===== src/hdl/bounded_list_insert_remove_at_index_defines.svh =====
// assertion macros shared by the list controller and datapath
`ifndef BOUNDED_LIST_INSERT_REMOVE_AT_INDEX_DEFINES_SVH
`define BOUNDED_LIST_INSERT_REMOVE_AT_INDEX_DEFINES_SVH

// same-cycle implication
`define BLIR_ASSERT_NOW(label, clk, rst, ante, cons) \
   label: assert property (@(posedge clk) disable iff (rst) (ante) |-> (cons)) \
      else $error("blir check failed");

// next-cycle implication
`define BLIR_ASSERT_NEXT(label, clk, rst, ante, cons) \
   label: assert property (@(posedge clk) disable iff (rst) (ante) |=> (cons)) \
      else $error("blir check failed");

`endif


===== src/hdl/blir_pkg.sv =====
// shared types and constants of the bounded list block
`default_nettype none

package blir_pkg;

   localparam int DEPTH_DEFAULT = 64;
   localparam int VAL_W         = 32;
   localparam int IDX_W         = 7;
   localparam int CNT_OUT_W     = 7;

   typedef enum logic [1:0] {
      ACT_FRONT  = 2'd0,
      ACT_BACK   = 2'd1,
      ACT_REMOVE = 2'd2,
      ACT_NONE   = 2'd3
   } action_type;

   typedef enum logic [1:0] {
      STS_DONE      = 2'd0,
      STS_BAD_INDEX = 2'd1,
      STS_FULL      = 2'd2
   } status_type;

   typedef struct packed {
      logic       capture;
      logic       decode;
      logic       load_walk;
      logic       step;
      logic       insert;
      logic       unlink;
      logic       load_rsp;
      status_type res_status;
   } cmd_type;

   typedef struct packed {
      logic is_insert;
      logic is_remove;
      logic full;
      logic idx_ok;
   } stat_type;

endpackage

`default_nettype wire


===== src/hdl/blir_intf.sv =====
// request and response channel interfaces of the bounded list block
`default_nettype none

interface blir_req_if;
   logic                                valid;
   logic                                ready;
   logic [1:0]                          action;
   logic signed [blir_pkg::VAL_W-1:0]   value;
   logic signed [blir_pkg::IDX_W-1:0]   index;

   modport source (output valid, output action, output value, output index, input ready);
   modport sink   (input valid, input action, input value, input index, output ready);
endinterface

interface blir_rsp_if;
   logic                                  valid;
   logic                                  ready;
   logic [1:0]                            status;
   logic [blir_pkg::CNT_OUT_W-1:0]        count;
   logic signed [blir_pkg::VAL_W-1:0]     removed_value;

   modport source (output valid, output status, output count, output removed_value, input ready);
   modport sink   (input valid, input status, input count, input removed_value, output ready);
endinterface

`default_nettype wire


===== src/hdl/blir_ctrl.sv =====
// controller state machine of the bounded list block
`default_nettype none
`include "bounded_list_insert_remove_at_index_defines.svh"

module blir_ctrl #(
   parameter int DEPTH = blir_pkg::DEPTH_DEFAULT
) (
   input  wire logic                             clock,
   input  wire logic                             reset,
   input  wire logic                             req_valid,
   output logic                                  req_ready,
   output logic                                  rsp_valid,
   input  wire logic                             rsp_ready,
   input  wire blir_pkg::stat_type               stat,
   input  wire logic [$clog2(DEPTH+1)-1:0]       steps,
   output blir_pkg::cmd_type                     cmd
);

   localparam int CW = $clog2(DEPTH + 1);

   typedef enum logic [6:0] {
      ST_IDLE     = 7'b0000001,
      ST_DECODE   = 7'b0000010,
      ST_DISPATCH = 7'b0000100,
      ST_INSERT   = 7'b0001000,
      ST_WALK     = 7'b0010000,
      ST_UNLINK   = 7'b0100000,
      ST_DONE     = 7'b1000000
   } state_type;

   state_type              state_ff, state_in;
   logic [CW-1:0]          steps_ff, steps_in;
   blir_pkg::status_type   res_ff, res_in;
   logic                   rsp_valid_ff, rsp_valid_in;
   logic                   out_free;

   assign out_free  = !rsp_valid_ff || rsp_ready;
   assign req_ready = (state_ff == ST_IDLE);
   assign rsp_valid = rsp_valid_ff;

   always_comb begin
      state_in       = state_ff;
      steps_in       = steps_ff;
      res_in         = res_ff;
      cmd            = '0;
      cmd.res_status = res_ff;
      unique case (state_ff)
         ST_IDLE: begin
            if (req_valid) begin
               cmd.capture = 1'b1;
               state_in    = ST_DECODE;
            end
         end
         ST_DECODE: begin
            cmd.decode = 1'b1;
            state_in   = ST_DISPATCH;
         end
         ST_DISPATCH: begin
            res_in = blir_pkg::STS_DONE;
            priority if (stat.is_insert) begin
               if (stat.full) begin
                  res_in   = blir_pkg::STS_FULL;
                  state_in = ST_DONE;
               end else begin
                  state_in = ST_INSERT;
               end
            end else if (stat.is_remove) begin
               if (!stat.idx_ok) begin
                  res_in   = blir_pkg::STS_BAD_INDEX;
                  state_in = ST_DONE;
               end else begin
                  cmd.load_walk = 1'b1;
                  steps_in      = steps;
                  state_in      = ST_WALK;
               end
            end else begin
               state_in = ST_DONE;
            end
         end
         ST_INSERT: begin
            cmd.insert = 1'b1;
            state_in   = ST_DONE;
         end
         ST_WALK: begin
            if (steps_ff == '0) begin
               state_in = ST_UNLINK;
            end else begin
               cmd.step = 1'b1;
               steps_in = steps_ff - CW'(1);
            end
         end
         ST_UNLINK: begin
            cmd.unlink = 1'b1;
            state_in   = ST_DONE;
         end
         ST_DONE: begin
            if (out_free) begin
               cmd.load_rsp = 1'b1;
               state_in     = ST_IDLE;
            end
         end
         default: begin
            state_in = ST_IDLE;
         end
      endcase
   end

   always_comb begin
      if (cmd.load_rsp) begin
         rsp_valid_in = 1'b1;
      end else if (rsp_ready) begin
         rsp_valid_in = 1'b0;
      end else begin
         rsp_valid_in = rsp_valid_ff;
      end
   end

   always_ff @(posedge clock) begin
      if (reset) begin
         state_ff     <= ST_IDLE;
         rsp_valid_ff <= 1'b0;
      end else begin
         state_ff     <= state_in;
         rsp_valid_ff <= rsp_valid_in;
      end
   end

   always_ff @(posedge clock) begin
      steps_ff <= steps_in;
      res_ff   <= res_in;
   end

   `BLIR_ASSERT_NEXT(walk_holds, clock, reset, (state_ff == ST_WALK) && (steps_ff != '0), state_ff == ST_WALK)
   `BLIR_ASSERT_NEXT(accept_decodes, clock, reset, req_valid && req_ready, state_ff == ST_DECODE)
   `BLIR_ASSERT_NEXT(done_presents, clock, reset, (state_ff == ST_DONE) && out_free, rsp_valid_ff && (state_ff == ST_IDLE))

endmodule

`default_nettype wire


===== src/hdl/blir_dpath.sv =====
// datapath of the bounded list block: slot memories, links, free slots, result register
`default_nettype none
`include "bounded_list_insert_remove_at_index_defines.svh"

module blir_dpath #(
   parameter int DEPTH = blir_pkg::DEPTH_DEFAULT
) (
   input  wire logic                                  clock,
   input  wire logic                                  reset,
   input  wire logic [1:0]                            req_action,
   input  wire logic signed [blir_pkg::VAL_W-1:0]     req_value,
   input  wire logic signed [blir_pkg::IDX_W-1:0]     req_index,
   input  wire blir_pkg::cmd_type                     cmd,
   output blir_pkg::stat_type                         stat,
   output logic [$clog2(DEPTH+1)-1:0]                 steps,
   output logic [1:0]                                 rsp_status,
   output logic [blir_pkg::CNT_OUT_W-1:0]             rsp_count,
   output logic signed [blir_pkg::VAL_W-1:0]          rsp_removed_value
);

   localparam int CW = $clog2(DEPTH + 1);
   localparam int SW = $clog2(DEPTH);
   localparam int VW = blir_pkg::VAL_W;
   localparam int IW = blir_pkg::IDX_W;
   localparam int PW = ((CW > IW) ? CW : IW) + 1;

   logic [VW-1:0]          val_mem   [DEPTH];
   logic [SW-1:0]          next_mem  [DEPTH];
   logic [SW-1:0]          prev_mem  [DEPTH];
   logic [SW-1:0]          stack_mem [DEPTH];

   logic [VW-1:0]          val_rd_ff;
   logic [SW-1:0]          next_rd_ff, prev_rd_ff, stack_rd_ff;

   logic [1:0]             action_ff;
   logic [VW-1:0]          value_ff;
   logic [IW-1:0]          index_ff;

   logic [CW-1:0]          count_ff, count_in;
   logic [CW-1:0]          fresh_ff, fresh_in;
   logic [CW-1:0]          sp_ff, sp_in;
   logic [SW-1:0]          head_ff, head_in;
   logic [SW-1:0]          tail_ff, tail_in;
   logic [SW-1:0]          slot_ff, slot_in;
   logic [VW-1:0]          removed_ff;

   logic                   dec_ok_ff, dec_fwd_ff, dec_first_ff, dec_last_ff, dec_one_ff;
   logic                   dec_full_ff;
   logic [CW-1:0]          dec_steps_ff;

   logic signed [PW-1:0]   idx_x, cnt_x, sum_x, pos_x;
   logic                   idx_neg, ok_c, fwd_c;
   logic [CW-1:0]          pos_c, half_c, steps_c, last_pos_c;

   logic [CW-1:0]          sp_m1;
   logic [SW-1:0]          alloc_slot;
   logic                   list_empty, front;
   logic                   next_we, prev_we;
   logic [SW-1:0]          next_wa, next_wd, prev_wa, prev_wd;
   logic                   middle;

   // index decode
   always_comb begin
      idx_neg    = index_ff[IW-1];
      idx_x      = {{(PW-IW){index_ff[IW-1]}}, index_ff};
      cnt_x      = {{(PW-CW){1'b0}}, count_ff};
      sum_x      = cnt_x + idx_x;
      ok_c       = idx_neg ? !sum_x[PW-1] : (idx_x < cnt_x);
      pos_x      = idx_neg ? sum_x : idx_x;
      pos_c      = pos_x[CW-1:0];
      half_c     = count_ff >> 1;
      last_pos_c = count_ff - CW'(1);
      fwd_c      = pos_c < half_c;
      steps_c    = fwd_c ? pos_c : (last_pos_c - pos_c);
   end

   assign stat.is_insert = (action_ff == blir_pkg::ACT_FRONT) || (action_ff == blir_pkg::ACT_BACK);
   assign stat.is_remove = (action_ff == blir_pkg::ACT_REMOVE);
   assign stat.full      = dec_full_ff;
   assign stat.idx_ok    = dec_ok_ff;
   assign steps          = dec_steps_ff;

   // free slot: recycled slot from the stack, else a never-used one
   assign sp_m1      = sp_ff - CW'(1);
   assign alloc_slot = (sp_ff == '0) ? fresh_ff[SW-1:0] : stack_rd_ff;
   assign list_empty = (count_ff == '0);
   assign front      = (action_ff == blir_pkg::ACT_FRONT);
   assign middle     = !dec_one_ff && !dec_first_ff && !dec_last_ff;

   always_comb begin
      next_we = 1'b0;
      next_wa = alloc_slot;
      next_wd = head_ff;
      prev_we = 1'b0;
      prev_wa = head_ff;
      prev_wd = alloc_slot;
      if (cmd.insert && !list_empty) begin
         next_we = 1'b1;
         prev_we = 1'b1;
         if (!front) begin
            next_wa = tail_ff;
            next_wd = alloc_slot;
            prev_wa = alloc_slot;
            prev_wd = tail_ff;
         end
      end else if (cmd.unlink && middle) begin
         next_we = 1'b1;
         next_wa = prev_rd_ff;
         next_wd = next_rd_ff;
         prev_we = 1'b1;
         prev_wa = next_rd_ff;
         prev_wd = prev_rd_ff;
      end
   end

   always_comb begin
      slot_in  = slot_ff;
      count_in = count_ff;
      fresh_in = fresh_ff;
      sp_in    = sp_ff;
      head_in  = head_ff;
      tail_in  = tail_ff;
      if (cmd.load_walk) begin
         slot_in = dec_fwd_ff ? head_ff : tail_ff;
      end else if (cmd.step) begin
         slot_in = dec_fwd_ff ? next_rd_ff : prev_rd_ff;
      end
      if (cmd.insert) begin
         count_in = count_ff + CW'(1);
         if (sp_ff == '0) begin
            fresh_in = fresh_ff + CW'(1);
         end else begin
            sp_in = sp_m1;
         end
         if (list_empty) begin
            head_in = alloc_slot;
            tail_in = alloc_slot;
         end else if (front) begin
            head_in = alloc_slot;
         end else begin
            tail_in = alloc_slot;
         end
      end
      if (cmd.unlink) begin
         count_in = count_ff - CW'(1);
         sp_in    = sp_ff + CW'(1);
         priority if (dec_one_ff) begin
            head_in = '0;
            tail_in = '0;
         end else if (dec_first_ff) begin
            head_in = next_rd_ff;
         end else if (dec_last_ff) begin
            tail_in = prev_rd_ff;
         end
      end
   end

   always_ff @(posedge clock) begin
      if (reset) begin
         count_ff <= '0;
         fresh_ff <= '0;
         sp_ff    <= '0;
         head_ff  <= '0;
         tail_ff  <= '0;
      end else begin
         count_ff <= count_in;
         fresh_ff <= fresh_in;
         sp_ff    <= sp_in;
         head_ff  <= head_in;
         tail_ff  <= tail_in;
      end
   end

   always_ff @(posedge clock) begin
      slot_ff <= slot_in;
      if (cmd.capture) begin
         action_ff  <= req_action;
         value_ff   <= req_value;
         index_ff   <= req_index;
         removed_ff <= '0;
      end
      if (cmd.decode) begin
         dec_ok_ff    <= ok_c;
         dec_fwd_ff   <= fwd_c;
         dec_first_ff <= (pos_c == '0);
         dec_last_ff  <= (pos_c == last_pos_c);
         dec_one_ff   <= (count_ff == CW'(1));
         dec_full_ff  <= (count_ff == CW'(DEPTH));
         dec_steps_ff <= steps_c;
      end
      if (cmd.unlink) begin
         removed_ff <= val_rd_ff;
      end
      if (cmd.load_rsp) begin
         rsp_status        <= cmd.res_status;
         rsp_count         <= blir_pkg::CNT_OUT_W'(count_ff);
         rsp_removed_value <= removed_ff;
      end
   end

   // slot memories, read data follows the current walk slot
   always_ff @(posedge clock) begin
      if (cmd.insert) begin
         val_mem[alloc_slot] <= value_ff;
      end
      val_rd_ff <= val_mem[slot_in];
   end

   always_ff @(posedge clock) begin
      if (next_we) begin
         next_mem[next_wa] <= next_wd;
      end
      next_rd_ff <= next_mem[slot_in];
   end

   always_ff @(posedge clock) begin
      if (prev_we) begin
         prev_mem[prev_wa] <= prev_wd;
      end
      prev_rd_ff <= prev_mem[slot_in];
   end

   // recycled slot stack
   always_ff @(posedge clock) begin
      if (cmd.unlink) begin
         stack_mem[sp_ff[SW-1:0]] <= slot_ff;
      end
      stack_rd_ff <= stack_mem[sp_m1[SW-1:0]];
   end

   `BLIR_ASSERT_NOW(slots_balance, clock, reset, 1'b1, count_ff == (fresh_ff - sp_ff))
   `BLIR_ASSERT_NOW(no_insert_when_full, clock, reset, cmd.insert, count_ff != CW'(DEPTH))
   `BLIR_ASSERT_NEXT(unlink_shrinks, clock, reset, cmd.unlink, count_ff == ($past(count_ff) - CW'(1)))

endmodule

`default_nettype wire


===== src/hdl/bounded_list_insert_remove_at_index.sv =====
// Bounded ordered list of up to DEPTH signed 32-bit values with insert at front or back
// and removal at a signed index (negative counts from the end). Each request item yields
// one response item with status, the new count (low 7 bits) and the removed value. The
// block takes one item at a time. A removal walks k link hops from the nearer end of the
// list (at most count/2) before it unlinks the entry, and the walk reads one entry of the
// link memory per cycle. A finished response waits in an output register, so a stalled
// response channel holds only the item that is about to finish. No clearing pass is
// needed after reset: unused slots come from a fill count and freed slots are recycled
// through a stack memory, so the block is ready right after reset.
`default_nettype none

module bounded_list_insert_remove_at_index #(
   parameter int DEPTH = blir_pkg::DEPTH_DEFAULT
) (
   input  wire logic   clock,
   input  wire logic   reset,
   blir_req_if.sink    req_ch,
   blir_rsp_if.source  rsp_ch
);

   blir_pkg::cmd_type              cmd;
   blir_pkg::stat_type             stat;
   logic [$clog2(DEPTH+1)-1:0]     steps;

   blir_ctrl #(
      .DEPTH (DEPTH)
   ) u_ctrl (
      .clock     (clock),
      .reset     (reset),
      .req_valid (req_ch.valid),
      .req_ready (req_ch.ready),
      .rsp_valid (rsp_ch.valid),
      .rsp_ready (rsp_ch.ready),
      .stat      (stat),
      .steps     (steps),
      .cmd       (cmd)
   );

   blir_dpath #(
      .DEPTH (DEPTH)
   ) u_dpath (
      .clock             (clock),
      .reset             (reset),
      .req_action        (req_ch.action),
      .req_value         (req_ch.value),
      .req_index         (req_ch.index),
      .cmd               (cmd),
      .stat              (stat),
      .steps             (steps),
      .rsp_status        (rsp_ch.status),
      .rsp_count         (rsp_ch.count),
      .rsp_removed_value (rsp_ch.removed_value)
   );

endmodule

`default_nettype wire


===== src/flat_wrapper.sv =====
// flat-port wrapper written by rule: the top's interface ports become plain ports
module bounded_list_insert_remove_at_index_flat 
#(
   parameter int DEPTH = blir_pkg::DEPTH_DEFAULT
)
  (clock, reset, req_ch_valid, req_ch_action, req_ch_value, req_ch_index, req_ch_ready, rsp_ch_valid, rsp_ch_status, rsp_ch_count, rsp_ch_removed_value, rsp_ch_ready);
  blir_req_if req_ch_i ();
  blir_rsp_if rsp_ch_i ();
  input  wire logic clock;
  input  wire logic reset;
  input wire logic [$bits(req_ch_i.valid)-1:0] req_ch_valid;
  input wire logic [$bits(req_ch_i.action)-1:0] req_ch_action;
  input wire logic [$bits(req_ch_i.value)-1:0] req_ch_value;
  input wire logic [$bits(req_ch_i.index)-1:0] req_ch_index;
  output wire logic [$bits(req_ch_i.ready)-1:0] req_ch_ready;
  output wire logic [$bits(rsp_ch_i.valid)-1:0] rsp_ch_valid;
  output wire logic [$bits(rsp_ch_i.status)-1:0] rsp_ch_status;
  output wire logic [$bits(rsp_ch_i.count)-1:0] rsp_ch_count;
  output wire logic [$bits(rsp_ch_i.removed_value)-1:0] rsp_ch_removed_value;
  input wire logic [$bits(rsp_ch_i.ready)-1:0] rsp_ch_ready;
  assign req_ch_i.valid = req_ch_valid;
  assign req_ch_i.action = req_ch_action;
  assign req_ch_i.value = req_ch_value;
  assign req_ch_i.index = req_ch_index;
  assign req_ch_ready = req_ch_i.ready;
  assign rsp_ch_valid = rsp_ch_i.valid;
  assign rsp_ch_status = rsp_ch_i.status;
  assign rsp_ch_count = rsp_ch_i.count;
  assign rsp_ch_removed_value = rsp_ch_i.removed_value;
  assign rsp_ch_i.ready = rsp_ch_ready;
  bounded_list_insert_remove_at_index #(.DEPTH(DEPTH)) u_core (.clock(clock), .reset(reset), .req_ch(req_ch_i), .rsp_ch(rsp_ch_i));
endmodule

===== config.mk =====
export PLATFORM = sky130hd
export DESIGN_NAME = bounded_list_insert_remove_at_index_flat
export DESIGN_NICKNAME = d
export VERILOG_FILES = /design/src/hdl/blir_pkg.sv /design/src/hdl/blir_intf.sv /design/src/hdl/blir_ctrl.sv /design/src/hdl/blir_dpath.sv /design/src/hdl/bounded_list_insert_remove_at_index.sv /design/src/flat_wrapper.sv
export VERILOG_INCLUDE_DIRS = /design/src /design/src/hdl
export SDC_FILE = /design/constraint.sdc
export NUM_CORES = 2
export LEC_CHECK = 0
export BUFFER_PORTS_ARGS = -buffer_cell sky130_fd_sc_hd__buf_4
export CORE_UTILIZATION = 50
export DETAILED_ROUTE_END_ITERATION = 7
export GPL_ROUTABILITY_DRIVEN = 0
export PLACE_DENSITY_LB_ADDON = 0.15
export RECOVER_POWER = 25
export SETUP_SLACK_MARGIN = 0.4
export SYNTH_ARGS = -nofsm -noshare
export SYNTH_HDL_FRONTEND = slang
export SYNTH_SLANG_ARGS = --single-unit

===== constraint.sdc =====
create_clock -name clock -period 8.4 [get_ports clock]
set_input_delay 0.42 -clock clock [delete_from_list [all_inputs] [get_ports clock]]
set_output_delay 0.42 -clock clock [all_outputs]
set_load 0.01 [all_outputs]

## After elaboration in Yosys (flattened, before gate mapping)

Memories as Yosys holds them, arrays and structs flattened. A register that Yosys moved wholly into a read port is not among the register bits.
Index checks and enable logic that the tools add are counted.

| storage, ports and cells | value |
|---|---|
| memory bits (writable) | 3200 |
| input bits | 45 |
| register bits | 183 |
| memories kept | 4 |

| cells by class | value |
|---|---|
| mux-type cells | 74 |
| reduce and logical (&&, ||, !) cells | 26 |
| equal/unequal tests | 20 |
| $lt $le $gt $ge | 2 |
| add/sub/neg operators | 8 |

Memory list:

| memory | words | bits a word | rd ports | clocked after Yosys merged registers in | wr ports | line | RTL |
|---|---|---|---|---|---|---|---|
| u_core.u_dpath.val_mem | 64 | 32 | 1 | 1 | 1 | blir_dpath.sv:27 | `logic [VW-1:0] val_mem [DEPTH];` |
| u_core.u_dpath.next_mem | 64 | 6 | 1 | 1 | 1 | blir_dpath.sv:28 | `logic [SW-1:0] next_mem [DEPTH];` |
| u_core.u_dpath.prev_mem | 64 | 6 | 1 | 1 | 1 | blir_dpath.sv:29 | `logic [SW-1:0] prev_mem [DEPTH];` |
| u_core.u_dpath.stack_mem | 64 | 6 | 1 | 1 | 1 | blir_dpath.sv:30 | `logic [SW-1:0] stack_mem [DEPTH];` |

Operator list:

| operator | number |
|---|---|
| 6-bit two-way mux | 24 |
| 7-bit two-way mux | 18 |
| 32-bit two-way mux | 2 |
| 7-bit one-hot mux with 6 select lines | 1 |
| 7-bit logical NOT | 4 |
| 1-bit two-way mux | 26 |
| 7-bit by 1-bit adder with 7-bit output (second input constant) | 3 |
| 7-bit by 1-bit subtractor with 7-bit output (second input constant) | 3 |
| 7-bit by 1-bit equality test with 1-bit output (second input constant) | 2 |
| 7-bit equality test (second input constant) | 2 |
| 2-bit != test (second input constant) | 7 |
| 7-bit one-hot mux with 2 select lines | 1 |
| 8-bit by 7-bit adder with 8-bit output | 1 |
| 7-bit by 8-bit less-than comparator with 1-bit output | 1 |
| 2-bit nonzero test | 4 |
| 7-bit by 2-bit equality test with 1-bit output (second input constant) | 1 |
| 7-bit by 3-bit equality test with 1-bit output (second input constant) | 1 |
| 7-bit by 4-bit equality test with 1-bit output (second input constant) | 1 |
| 7-bit by 5-bit equality test with 1-bit output (second input constant) | 1 |
| 7-bit by 6-bit equality test with 1-bit output (second input constant) | 1 |
| 7-bit equality test | 1 |
| 7-bit by 6-bit less-than comparator with 1-bit output | 1 |
| 7-bit subtractor | 1 |
| 1-bit logical NOT | 6 |
| 11 further kinds | 17 |

## Longest topological paths before layout

| logic depth | value |
|---|---|
| depth in word-level cells | 9 |
| mapped depth | 19 |

## Modules after synthesis

Synthesis repeated with hierarchy kept, for this count alone.

| unflattened totals | value |
|---|---|
| cell total of the unflattened synthesis | 8585 |
| area, all modules | 134869.4 µm² |

By module, submodules not included:

| module | area an instance (µm²) | cells an instance | sequential area each (µm²) | times used |
|---|---|---|---|---|
| blir_dpath | 133917.2 | 8487 | 101667.5 | 1 |
| blir_ctrl | 952.2 | 98 | 430.4 | 1 |

## Worst setup path after synthesis

No wires, ideal clock.

| timing path | value |
|---|---|
| kind | register to register |
| start | register u_core.u_dpath.sp_ff[0] |
| end | memory u_core.u_dpath.next_mem[63][0] in the netlist's numbering (enable) |
| library setup time | 0.356 ns |
| clock period less this slack | 6.239 ns |
| arrival time | 5.884 ns |
| path slack | 2.161 ns |
| path buffers | 3 |
| stages on the path, launching flop included | 15 |
| required time | 8.044 ns |
| cell sequence | dfxtp_1 -> clkbuf_1 -> buf_1 -> buf_1 -> inv_1 -> ha_1 -> nand2b_1 -> nor3_1 -> mux2i_1 -> nand2_1 -> o21ai_0 -> o21ai_0 -> nor2b_1 -> nand3_1 -> nor2_1 |

| on the way | value |
|---|---|
| cells in the longest elaborated chain, start to end | 4 |
| elaborated cells between the ends (all ways) | 5 |
| classes of those cells | mux (4); reduce/logical (1) |

RTL lines:

| item | line | RTL |
|---|---|---|
| start: declaration | blir_dpath.sv:41 | `logic [CW-1:0] sp_ff, sp_in;` |
| start signal: assignment | blir_dpath.sv:168 | `sp_ff <= sp_in;` |
| 7-bit logical NOT * | blir_dpath.sv:85 | `assign alloc_slot = (sp_ff == '0) ? fresh_ff[SW-1:0] : stack_rd_ff;` |
| 6-bit two-way mux * | blir_dpath.sv:85 |  |
| 6-bit two-way mux, on equally long branches | blir_dpath.sv:106, blir_dpath.sv:100 |  |
| 6-bit two-way mux * | blir_dpath.sv:97 | `if (cmd.insert && !list_empty) begin` |
| via u_core.u_dpath.next_wa[0] | blir_dpath.sv:59 | `logic [SW-1:0] next_wa, next_wd, prev_wa, prev_wd;` |
| end: declaration | blir_dpath.sv:28 |  |

Mark *: on every way through the listed nets, which the timed path passes. The rest lies on a longest branch.

## Final worst setup path

| timing path | value |
|---|---|
| start | register u_core.u_dpath.slot_ff[0] |
| end | register u_core.u_dpath.val_rd_ff[28] (read register of u_core.u_dpath.val_mem) |

| on the way | value |
|---|---|
| cells in the longest elaborated chain, start to end | 2 |

RTL lines:

| item | line | RTL |
|---|---|---|
| start: declaration | blir_dpath.sv:44 | `logic [SW-1:0] slot_ff, slot_in;` |
| start signal: assignment | blir_dpath.sv:175 | `slot_ff <= slot_in;` |
| 6-bit two-way mux | blir_dpath.sv:125 | `end else if (cmd.step) begin` |
| 6-bit two-way mux | blir_dpath.sv:123 | `if (cmd.load_walk) begin` |
| end: declaration | blir_dpath.sv:32 | `logic [VW-1:0] val_rd_ff;` |

No other way between the ends.
A chain may end at the register's enable or synchronous reset.

==> results.ini <==
[timing]
report.final.slew_viol_count=1961
finalSetupViolations=0
skew_ns=0.0721
min_period_ns=6.69
setup_tns_ns=0
min_period_over_period_pct=79.6
rsz0062_at_grt=false
fin_ws_ns=1.71
fin_hold_ws_ns=0.222
relSlewSlack_pct=-174
worst_pin_slew_ns=4.12
fmax_ghz=0.150
finalHoldViolCount=0

[clocking]
clock-sinks=3432
cts.hold.buffers_added=45
cts_resized=0
postCtsSetupBuffers=0
cts_made_buffers=353
cts_buffer_depth=4
clkLatencyLatePin_ns=0.97
root_buffer=clkbuf_16
clkTransAtPathRegs_ns=0.06
cts_tree=done
h-tree-depth=5

[detailed_routing]
wl_per_cell_um=32.5
m1WireLength_um=171000
wl_met2_um=191000
wl_um=432000
top_layer=met5
drc=0
wl_met3_um=50200
ant_nets=0
via_count=85800
first_pass_iters=6
drt_iter0_markers=13700
viasPerCell=6.44

[synth]
syn_nets=9325
yosys.area.top_type=edfxtp_1
ys_top_cells_by_area=edfxtp_1, nand2_1, mux4_2
synth_top_area_share_pct=74.1
synth_edf_count=3336
netlist_instances=9246
postSynth.asyncResetShare_pct=0
yosys_warnings=0
ys_seq_area_share_pct=75.5
synth_flop_cell=edfxtp_1
synth_cell_type_count=83
synth_area_per_cell_um2=14.6
syn_area_mm2=0.135
ys_ff_latch=3432

[power]
powerDensity_mw_per_mm2=231
p_leak_nw=48.6
ir_drop_uv=189
finalPower_mw=35.2

[floorplan]
row_count=190
fp.coreArea_mm2=0.268
die-area_mm2=0.272
die_w_um=522
die_height_um=522
io_pins=88
initial_utilization_pct=50.4

[global_route]
grt_pass1_wl_um=606000
grt_pass1_vias=80500
grt_max_degree=144
antenna_found_initial=51
overflow=0
grt_usage_pct=31.3

[worst_setup_path]
worst_path_largest_cell_delay_ns=2.20
crit_type=register to register
cpMaxStageDelayCell=clkbuf_1
crit_path_cell_trace=clkbuf_1, a211o_1, nand2_8, inv_8, buf_4, a31oi_1, a2111oi_2, a22oi_1, a22o_1
end_kind=register
crit_fanout=67
worst_setup_path_start_kind=register
cp.required_ns=9.21
worstPathArrival_ns=7.49

[final_layout]
multi_input_area_mm2=0.0311
area_growth_pct=13.1
regArea_mm2=0.102
n_fill_cell=20800
drive_gt1_share_pct=11.7
final_net_count=9468
fin_util_pct=56.9

[run_status]
status=complete, but fails checks
violations=max-capacitance violations, max-slew violations

[worst_hold_path]
hold_class=primary input to register

[placed_design]
io_buffers=87
dp_hpwl_um=247000
dp_slack_ns=1.91

[flow_run]
cap_violations=31

cells in the mapped netlist (8+ instances only):
master / number
edfxtp_1: 3336
nand4_1: 41
dfxtp_1: 96
a31oi_1: 283
ha_1: 32
buf_1: 96
mux2i_1: 237
a22oi_1: 68
nor2b_1: 17
nand2_1: 1897
a2111oi_0: 60
and2_1: 36
a22o_1: 21
xor2_1: 15
a32o_1: 22
o211ai_1: 22
o221ai_1: 47
nand3_1: 523
mux2_2: 26
a21o_1: 11
o21ai_0: 88
buf_2: 173
a32oi_1: 52
o2111ai_1: 41
xnor2_1: 26
clkbuf_1: 331
nand2b_1: 8
nor3_1: 19
a211oi_1: 265
a311oi_1: 29
nor2_1: 345
a21oi_1: 346
buf_6: 13
or3_1: 12
and3_1: 234
o22ai_1: 44
a221oi_1: 22
a311o_1: 8
o21ai_1: 15
inv_1: 44
mux4_2: 126
nor4_1: 26
a2bb2oi_1: 9
final cells by class:
class | instances | share of cell area (%)
Antenna cell | 77 | 0.126
Clock buffer | 447 | 6.17
Clock inverter | 201 | 1.31
Inverter | 48 | 0.136
Multi-Input combinational cell | 5151 | 20.4
Sequential cell | 3432 | 66.8
Tap cell | 3552 | 2.91
Timing Repair Buffer | 403 | 2.17
report_power, final:
| part | internal (mW) | switching, mW | total (mW) |
|---|---|---|---|
| registers | 18.8 | 0.0608 | 18.9 |
| logic | 0.139 | 0.590 | 0.730 |
| clock network | 8.88 | 6.72 | 15.6 |
| total | 27.9 | 7.37 | 35.2 |
per-layer routing:
layer  track usage, %  up-vias
met4             12.9       16
met3             6.31      799
met5                0        -
met1             45.3    43800
met2             46.2     5382
li1                 -    35800
per-stage QoR:
| stage | cell area, um^2 | std cells |
|---|---|---|
| finish | 153000 | 13300 |
| global route | 153000 | 13300 |
| CTS | 153000 | 13200 |
| detailed placement | 141000 | 12500 |
| global placement | 141000 | 12500 |
| floorplan | 135000 | 9246 |
kinds of logic after synthesis:
logic type | synth area share [%]
adder cells (fa/ha/maj) | 0.348
multiplexers | 4.09
XOR/XNOR | 0.266
flip-flops | 75.5
buffers and inverters | 2.08
AND/OR/NAND/NOR | 10.2
AO/OA/AOI/OAI | 7.53
placed cells by master, fill, tap and decap left out, types with 107 or more instances in the layout:
master and n:
mux4_2 126, nand3_1 521, mux2i_1 233, a21oi_1 343
clkbuf_16 357, edfxtp_1 3336, buf_4 261, nand2_1 1896
and3_1 234, a211oi_1 264, nor2_1 279, a31oi_1 281
clkbuf_1 107
sequential cells by signal (all words and copies together) (netlist names), 32 cells and up:
register,count
u_core.u_dpath.removed_ff,32
u_core.u_dpath.val_mem,2048
u_core.u_dpath.next_mem,384
u_core.u_dpath.val_rd_ff,32
u_core.u_dpath.rsp_removed_value,32
u_core.u_dpath.stack_mem,384
u_core.u_dpath.prev_mem,384
u_core.u_dpath.value_ff,32
worst max-delay path: cells and delay by family (launching register included):
family,cells,cell delay [ns]
simple gates,1,0.23
flops,1,0.31
compound gates,5,2.53
buf+inv,3,3.29
final timing paths:
check	cells after the start	to	start	slack, ns
hold reg to reg	0	u_core.u_dpath.rsp_removed_value[31]$_DFFE_PP_	u_core.u_dpath.removed_ff[31]$_SDFFCE_PN0P_	0.41
setup reg to reg	9	u_core.u_dpath.val_rd_ff[28]$_DFF_P_	u_core.u_dpath.slot_ff[0]$_DFF_P_	1.71
hold / removal	2	u_core.u_dpath.value_ff[20]$_DFFE_PP_	req_ch_value[20]	0.22
setup / recovery	9	u_core.u_dpath.val_rd_ff[28]$_DFF_P_	u_core.u_dpath.slot_ff[0]$_DFF_P_	1.71
Note: power is estimated with default switching activity, not from simulation.
